[src/rtl/ifsf_pkg.sv]
package ifsf_pkg;

	localparam int unsigned MaxBytes = 9;
	localparam int unsigned CntW     = $clog2(MaxBytes + 1);

	typedef enum logic [2:0] {
		REG_FLAG      = 3'd0,
		REG_ESCAPE    = 3'd1,
		REG_FLAG_SUB  = 3'd2,
		REG_ESC_SUB   = 3'd3,
		REG_ADDRESS   = 3'd4,
		REG_CTRL_SEQ0 = 3'd5,
		REG_CTRL_SEQ1 = 3'd6
	} reg_idx_t;

	localparam logic [7:0] FlagReset    = 8'd126;
	localparam logic [7:0] EscapeReset  = 8'd125;
	localparam logic [7:0] FlagSubReset = 8'd94;
	localparam logic [7:0] EscSubReset  = 8'd93;
	localparam logic [7:0] AddrReset    = 8'd3;
	localparam logic [7:0] Ctrl0Reset   = 8'd0;
	localparam logic [7:0] Ctrl1Reset   = 8'd64;

	typedef struct packed {
		logic [7:0] flag;
		logic [7:0] escape;
		logic [7:0] flag_sub;
		logic [7:0] esc_sub;
		logic [7:0] address;
		logic [7:0] ctrl_seq0;
		logic [7:0] ctrl_seq1;
	} cfg_t;

	typedef struct packed {
		logic [7:0] payload;
		logic       final_byte;
		logic       seq;
	} item_t;

	typedef struct packed {
		logic [MaxBytes-1:0][7:0] data;
		logic [MaxBytes-1:0]      ends;
		logic [CntW-1:0]          count;
	} burst_t;

	typedef struct packed {
		logic [1:0][7:0] b;
		logic            two;
	} stuff_t;

	// escape a byte that collides with flag or escape; flag compare wins
	function automatic stuff_t stuff(input logic [7:0] v, input cfg_t c);
		stuff_t s;
		s.b[0] = c.escape;
		s.two  = 1'b1;
		if (v == c.flag) begin
			s.b[1] = c.flag_sub;
		end else if (v == c.escape) begin
			s.b[1] = c.esc_sub;
		end else begin
			s.b[0] = v;
			s.b[1] = v;
			s.two  = 1'b0;
		end
		return s;
	endfunction

endpackage

[src/rtl/info_frame_stuffing_framer_core.sv]
// payload words go through item_s1, then the serializer burst register
// throughput: one line word per cycle while m_tready is high; a payload word yields
//   1 to 9 line words; the next burst loads as the last word is taken
// reset: arst_n clears frame state and pending words and restores the
//   default frame byte values
module info_frame_stuffing_framer_core
	import ifsf_pkg::*;
(
	input  logic       clk,
	input  logic       arst_n,
	input  logic       s_tvalid,
	output logic       s_tready,
	input  logic [7:0] s_tdata,   // [7:0] payload_byte
	input  logic       s_tlast,
	input  logic       s_tuser,   // [0] sequence_bit
	output logic       m_tvalid,
	input  logic       m_tready,
	output logic [7:0] m_tdata,   // [7:0] line_byte
	output logic       m_tlast,
	input  logic       cfg_we,
	input  logic [2:0] cfg_addr,
	input  logic [7:0] cfg_wdata
);

	cfg_t       cfg_q;
	item_t      item_s1;
	logic       valid_s1;
	logic       inside_q;
	logic [7:0] check_q;
	logic       can_load;
	logic       load;
	burst_t     burst;
	logic       inside_next;
	logic [7:0] check_next;

	always_ff @(posedge clk or negedge arst_n) begin
		if (!arst_n) begin
			cfg_q.flag      <= FlagReset;
			cfg_q.escape    <= EscapeReset;
			cfg_q.flag_sub  <= FlagSubReset;
			cfg_q.esc_sub   <= EscSubReset;
			cfg_q.address   <= AddrReset;
			cfg_q.ctrl_seq0 <= Ctrl0Reset;
			cfg_q.ctrl_seq1 <= Ctrl1Reset;
		end else if (cfg_we) begin
			case (cfg_addr)
				REG_FLAG:      cfg_q.flag      <= cfg_wdata;
				REG_ESCAPE:    cfg_q.escape    <= cfg_wdata;
				REG_FLAG_SUB:  cfg_q.flag_sub  <= cfg_wdata;
				REG_ESC_SUB:   cfg_q.esc_sub   <= cfg_wdata;
				REG_ADDRESS:   cfg_q.address   <= cfg_wdata;
				REG_CTRL_SEQ0: cfg_q.ctrl_seq0 <= cfg_wdata;
				REG_CTRL_SEQ1: cfg_q.ctrl_seq1 <= cfg_wdata;
				default: ;
			endcase
		end
	end

	assign load     = valid_s1 && can_load;
	assign s_tready = !valid_s1 || load;

	always_ff @(posedge clk or negedge arst_n) begin
		if (!arst_n) begin
			valid_s1 <= 1'b0;
		end else if (s_tready) begin
			valid_s1 <= s_tvalid;
		end
	end

	always_ff @(posedge clk) begin
		if (s_tready && s_tvalid) begin
			item_s1.payload    <= s_tdata;
			item_s1.final_byte <= s_tlast;
			item_s1.seq        <= s_tuser;
		end
	end

	always_ff @(posedge clk or negedge arst_n) begin
		if (!arst_n) begin
			inside_q <= 1'b0;
			check_q  <= 8'd0;
		end else if (load) begin
			inside_q <= inside_next;
			check_q  <= check_next;
		end
	end

	ifsf_build u_build (
		.item          (item_s1),
		.cfg           (cfg_q),
		.inside_frame  (inside_q),
		.running_check (check_q),
		.burst         (burst),
		.inside_next   (inside_next),
		.check_next    (check_next)
	);

	ifsf_serializer u_ser (
		.clk      (clk),
		.arst_n   (arst_n),
		.load     (load),
		.burst    (burst),
		.can_load (can_load),
		.m_tvalid (m_tvalid),
		.m_tready (m_tready),
		.m_tdata  (m_tdata),
		.m_tlast  (m_tlast)
	);

endmodule

[src/rtl/ifsf_build.sv]
module ifsf_build
	import ifsf_pkg::*;
(
	input  item_t      item,
	input  cfg_t       cfg,
	input  logic       inside_frame,
	input  logic [7:0] running_check,
	output burst_t     burst,
	output logic       inside_next,
	output logic [7:0] check_next
);

	logic [7:0]      ctrl;
	logic [3:0][7:0] hdr;
	logic [7:0]      check_acc;
	stuff_t          ds;
	stuff_t          cs;
	logic [CntW-1:0] h_n;
	logic [CntW-1:0] d_n;
	logic [CntW-1:0] c_n;
	logic [CntW-1:0] total;

	always_comb begin
		ctrl   = item.seq ? cfg.ctrl_seq1 : cfg.ctrl_seq0;
		hdr[0] = cfg.flag;
		hdr[1] = cfg.address;
		hdr[2] = ctrl;
		hdr[3] = cfg.address ^ ctrl;

		// a new frame starts its check from zero
		check_acc = (inside_frame ? running_check : 8'd0) ^ item.payload;
		ds        = stuff(item.payload, cfg);
		cs        = stuff(check_acc, cfg);

		h_n   = inside_frame ? CntW'(0) : CntW'(4);
		d_n   = ds.two ? CntW'(2) : CntW'(1);
		c_n   = item.final_byte ? (cs.two ? CntW'(2) : CntW'(1)) : CntW'(0);
		total = h_n + d_n + c_n + CntW'(item.final_byte);

		inside_next = ~item.final_byte;
		check_next  = item.final_byte ? 8'd0 : check_acc;
	end

	always_comb begin
		burst.count = total;
		for (int i = 0; i < MaxBytes; i++) begin
			logic [CntW-1:0] idx;
			logic [CntW-1:0] j;
			logic [CntW-1:0] k;
			idx = CntW'(i);
			j   = idx - h_n;
			k   = j - d_n;
			if (idx < h_n) begin
				burst.data[i] = hdr[idx[1:0]];
			end else if (j < d_n) begin
				burst.data[i] = ds.b[j[0]];
			end else if (k < c_n) begin
				burst.data[i] = cs.b[k[0]];
			end else begin
				burst.data[i] = cfg.flag;
			end
			burst.ends[i] = item.final_byte && (idx == total - CntW'(1));
		end
	end

endmodule

[src/rtl/ifsf_serializer.sv]
module ifsf_serializer
	import ifsf_pkg::*;
(
	input  logic       clk,
	input  logic       arst_n,
	input  logic       load,
	input  burst_t     burst,
	output logic       can_load,
	output logic       m_tvalid,
	input  logic       m_tready,
	output logic [7:0] m_tdata,   // [7:0] line_byte
	output logic       m_tlast
);

	logic [MaxBytes-1:0][7:0] data_q;
	logic [MaxBytes-1:0]      ends_q;
	logic [CntW-1:0]          count_q;
	logic                     taken;

	assign m_tvalid = (count_q != '0);
	assign taken    = m_tvalid && m_tready;
	assign can_load = (count_q == '0) || ((count_q == CntW'(1)) && m_tready);
	assign m_tdata  = data_q[0];
	assign m_tlast  = ends_q[0];

	always_ff @(posedge clk or negedge arst_n) begin
		if (!arst_n) begin
			count_q <= '0;
		end else if (load) begin
			count_q <= burst.count;
		end else if (taken) begin
			count_q <= count_q - CntW'(1);
		end
	end

	// shift toward slot zero, one word per handshake
	always_ff @(posedge clk) begin
		if (load) begin
			data_q <= burst.data;
			ends_q <= burst.ends;
		end else if (taken) begin
			for (int i = 0; i < MaxBytes - 1; i++) begin
				data_q[i] <= data_q[i+1];
				ends_q[i] <= ends_q[i+1];
			end
		end
	end

	a_count_range: assert property (@(posedge clk) disable iff (!arst_n)
		count_q <= CntW'(MaxBytes))
		else $error("burst count out of range");

	a_last_closes_burst: assert property (@(posedge clk) disable iff (!arst_n)
		m_tvalid && m_tlast |-> count_q == CntW'(1))
		else $error("closing flag not at end of burst");

	a_load_only_free: assert property (@(posedge clk) disable iff (!arst_n)
		load |-> (count_q == '0) || (count_q == CntW'(1) && taken))
		else $error("burst loaded over pending words");

	a_hold_when_stalled: assert property (@(posedge clk) disable iff (!arst_n)
		m_tvalid && !m_tready && !load |=> $stable(count_q))
		else $error("burst count moved while stalled");

endmodule
[config.mk]
export PLATFORM = sky130hd
export DESIGN_NAME = info_frame_stuffing_framer_core
export DESIGN_NICKNAME = d
export VERILOG_FILES = /design/src/rtl/ifsf_pkg.sv /design/src/rtl/info_frame_stuffing_framer_core.sv /design/src/rtl/ifsf_build.sv /design/src/rtl/ifsf_serializer.sv
export SDC_FILE = /design/constraint.sdc
export NUM_CORES = 1
export LEC_CHECK = 0
export ABC_AREA = 1
export BUFFER_PORTS_ARGS = -buffer_cell sky130_fd_sc_hd__buf_2
export CORE_MARGIN = 2
export CORE_UTILIZATION = 65
export DETAILED_ROUTE_END_ITERATION = 7
export PLACE_DENSITY = 0.86
export SLEW_MARGIN = 0
export SYNTH_ARGS = -nofsm -noshare
export SYNTH_HDL_FRONTEND = slang
export SYNTH_HIERARCHICAL = 1
export SYNTH_SLANG_ARGS = --single-unit
[constraint.sdc]
create_clock -name clk -period 5.47 [get_ports clk]
set_clock_uncertainty 0.05 [all_clocks]
set_input_delay 1.094 -clock clk [delete_from_list [all_inputs] [get_ports clk]]
set_output_delay 1.094 -clock clk [all_outputs]
set_load 0.02 [all_outputs]
; Word level (Yosys, flattened, before mapping)
; Cells that the tools add are included.
[word_totals]
in_bits = 26
wordCells = 227
out_inout_bits = 11
reg_bits = 161
[classes]
eq_ne = 19
bitwise_logic = 3
n_reduce_logical = 28
muxes = 84
n_lt_le_gt_ge = 45
addsub = 23
[ops]
columns = op, n
row1 = $mux 8, 72
row2 = $mux 64, 2
row3 = $lt 4x4->1, 18
row4 = $lt 1x2->1 const B, 18
row5 = $mux 9, 4
row6 = $sub 4x4->4, 9
row7 = $eq 8x8->1, 4
row8 = $eq 3x4->1 const A, 4
row9 = $lt 3x4->1 const A, 4
row10 = $sub 3x4->4 const A, 4
row11 = $xor 8x8->8, 2
row12 = $reduce_and 2->1, 7
row13 = $logic_and 1x1->1, 13
row14 = $mux 4, 3
row15 = $eq 3x3->1 const B, 3
row16 = $add 4x4->4, 2
row17 = $eq 2x4->1 const A, 2
row18 = $logic_not 4->1, 2
row19 = $lt 1x4->1 const A, 2
row20 = $lt 2x4->1 const A, 2
row21 = $sub 1x4->4 const A, 2
row22 = $sub 2x4->4 const A, 2
row23 = $sub 4x1->4 const B, 2
row24 = $eq 3x2->1 const B, 2
row25 = 15 further kinds, 17

; Logic depth before layout (Yosys ltp)
[logic_depth]
word_depth = 13
mapped_depth = 25
depth_no_buf = 24

; Cells and area by module
; Netlist, hierarchy kept.
[by_module_without_submodules]
columns = mod, seq_area_each_um2, cells_each, area_per_inst_um2, instances
row1 = ifsf_serializer, 2532.4, 366, 3791.1, 1
row2 = ifsf_build, 0.0, 723, 3609.7, 1
row3 = info_frame_stuffing_framer_core, 1983.2, 307, 3012.9, 1

; Worst setup path before layout
; No wires, ideal clock.
[synth_path]
path_type = register -> register
startpoint = reg cfg_q[44] (netlist name)
endpoint = reg u_ser.ends_q[6], data pin
setup_ps = 252
arrival_ps = 2852
n_path_buf = 1
path_stages_with_launch = 22
required_ps = 5168
period_less_slack_ps = 3155
setup_slack_ps = 2315
path_cell_list = dfstp_2 > inv_1 > nand2_1 > nand2_1 > nand3_1 > nor3_1 > nand2_1 > nand2_1 > buf_2 > fa_1 > inv_1 > fa_1 > nor2_1 > inv_1 > nor2_1 > inv_1 > nand2_1 > nand2_1 > nand2_1 > nor4_1 > nand2_1 > nand2_1
[synth_lines]
columns = item, line
row1 = "start, declared", info_frame_stuffing_framer_core.sv:25  ; cfg_t cfg_q;
row2 = "end signal, assigned", ifsf_serializer.sv:40  ; ends_q <= burst.ends;
row3 = "end signal, assigned by index", ifsf_serializer.sv:44  ; ends_q[i] <= ends_q[i+1];
row4 = "end, declared", ifsf_serializer.sv:16  ; logic [MaxBytes-1:0] ends_q;

==> impl_metrics.ini <==
[status]
run_status = completed

[placement]
dp_hpwl_um = 19800
gp_congestion = 1.10
place_inst = 1586
placed_cell_area_um2 = 10400
io_buffers = 36

[critical_path]
r2r_setup_slack_ns = 1.21
cp.arrival_ns = 4.51
cp-startpoint = inside_q
end_kind = flip-flop
start_kind = flip-flop
path_class = reg -> reg
critical_path.most_common_cell = nand2_1
reg2reg_from = inside_q
rr_endpoint = u_ser/ends_q[6]
slowest_delay_ns = 0.83
crit_fanout = 34
required_ns = 5.72
rr_worst_depth = 23
cp_slowest_cell = dfrtp_2
crit_chain = nand2_1 -> inv_1 -> nand3_1 -> nand2_1 -> inv_1 -> nand2_1 -> nor2_2 -> nand2_4 -> nand2_4 -> inv_2 -> nand2_1 -> fa_1 -> inv_1 -> fa_1 -> nor2_1 -> inv_1 -> nor2_1 -> nand2_1 -> nand2_1 -> nand2_1 -> nor4_1 -> nand2_1 -> nand2_1

[power]
p_leak_nw = 5.62
power.density_nw_per_um2 = 549
vdd_drop_max_mv = 0.340
power_mw = 6.05

[route]
viasPerCell = 5.76
vias = 9324
firstDrtPassIters = 6
wl_per_cell_um = 17.2
drt_iter0_drc = 1093
ant_nets = 0
routed_wl_um = 27800
post-route-drc-count = 0

[clocking]
clk-insertion-delay-late_ns = 0.44
cts_max_path_buffers = 2
htreeDepth = 4
path_clk_slew_ns = 0.07
cts_tree = built
cts.hold.buffers_added = 0
cts_root_buf = clkbuf_16
post_cts_resize_count = 0
post_cts_buffers = 0
clkSinkCount = 161
numCtsBuffers = 17

[global_routing]
grt_max_degree = 96
antenna_found_initial = 0
grt_pass1_wl_um = 43500
grt_pass1_vias = 8389
grt_overflow_total = 0
grt_use_total_pct = 33.8

[timing]
period_share_pct = 77.9
tightestPinTransition_ns = 1.06
finalSetupTns_ns = 0
relSlewSlack_pct = 29.2
drv_slew = 0
report.final.hold_viol_count = 0
timing.fmax_mhz = 235
period_needed_ns = 4.26
setup_violations = 0
rsz0062_at_grt = false

[floorplanning]
chipHeight_um = 131
core_area_um2 = 15800
start_util_pct = 66.0
die_w_um = 131
rows = 46
dieArea_um2 = 17000
io_pins = 37

[final_layout]
final_util_pct = 69.9
fin_nets = 1428
design_area_um2 = 11000
fin_cells = 1618
area_growth_pct = 5.92
antenna_cells = 0
drive_gt1_share_pct = 15.0

[synth]
synth_area_leaders = edfxtp_1, nand2_1, dfrtp_1
yosysWarningCount = 6
yosysTopAreaCell = edfxtp_1
syn-num-nets = 1435
ys_ff_latch = 161
postSynthCellCount = 1396
synth_common_cells = nand2_1, nand3_1, edfxtp_1
synth-seq-area-share_pct = 43.4
synth-edff-count = 91
synth_most_common_cell = nand2_1
syn_area_um2 = 10400
yosysUniqueCellTypes = 44
syn_area_per_cell_um2 = 7.46
synthDominantCellAreaShare_pct = 26.2
postSynth.asyncResetShare_pct = 43.5
synthFlopType = edfxtp_1

[flow_run]
cap_violations = 0

[min_path]
whs_endpoint = cfg_q[6]
hp-start = cfg_q[6]
hold_class = reg -> reg
hold_depth = 2
==> metal layers <==
layer / global-route usage (%) / up-vias / wire length (µm)
met2: 55.0 / 471 / 13000
met3: 7.21 / 89 / 2250
li1: - / 4437 / -
met4: 14.3 / 0 / 1100
met1: 44.4 / 4327 / 11500
met5: 0 / - / 0
==> critical path: cells and delay by family (launching register included) <==
family	cells	cell delay, ns
adder cells (fa/ha/maj)	2	0.84
flip-flops	1	0.83
buffers and inverters	5	0.43
AND/OR/NAND/NOR	16	1.97
==> flip-flops by register name, summed over array words and instances (netlist names) <==
signal         flops
check_q            8
valid_s1           1
u_ser/ends_q       9
u_ser/m_tdata      8
inside_q           1
item_s1           10
u_ser/count_q      4
u_ser/data_q      64
cfg_q             56
==> stage by stage <==
step | hold WS (ns) | worst slack, ns
6_report | 0.419 | 1.21
5_1_grt | 0.434 | 0.946
4_1_cts | 0.419 | 1.30
3_5_place_dp | 0.408 | 1.34
3_3_place_gp | 0.406 | 1.53
2_1_floorplan | 0.396 | 2.32
==> placed cells by master (no fill, tap or decap), drive strengths merged <==
cell type and count:
o221ai 6, dfrtp 45, inv 98, nand4 3, nand3 111, o21ai 60, nor4 2, nand2 739
dfstp 25, xor2 6, buf 40, o211ai 1, a21oi 47, nor2 47, fa 2, or2 15
mux2i 8, clkbuf 17, bufinv 2, nor3 8, clkinv 10, xnor2 1, ha 11, a22oi 1
edfxtp 91, nand3b 6
==> area by class of cell <==
type                    instances  area (µm²)
inverters                      95         364
clock buffers                  17         425
well taps                     216         270
repair buffers                 40         210
multi-input cells            1074        5070
clock inverters                15         171
flip-flops and latches        161        4520
fillers                      1367        4740
==> worst max-delay path by stage <==
stage	to	slack [ns]	cells past startpoint
floorplan	u_ser/ends_q[6]	2.32	21
global placement	u_ser/ends_q[6]	1.53	23
detailed placement	u_ser/ends_q[6]	1.34	23
CTS	u_ser/ends_q[6]	1.30	23
global route	u_ser/ends_q[6]	0.95	23
finish	u_ser/ends_q[6]	1.21	23
==> power by group <==
group / total [mW] / switching, mW / internal (mW)
registers: 2.32 / 0.321 / 1.99
clock network: 1.22 / 0.536 / 0.687
logic: 2.51 / 1.78 / 0.731
==> cell families (layout without fill, tap and decap cells) <==
family / Yosys count / in the layout / share of synthesized area [%]
xor+xnor: 7 / 7 / 0.589
mux: 8 / 8 / 0.769
compound gates: 115 / 115 / 6.37
fa+ha+maj: 13 / 13 / 1.71
buf+inv: 161 / 167 / 7.93
flops: 161 / 161 / 43.4
simple gates: 931 / 931 / 39.3
Power figures use the tool's default switching activity.
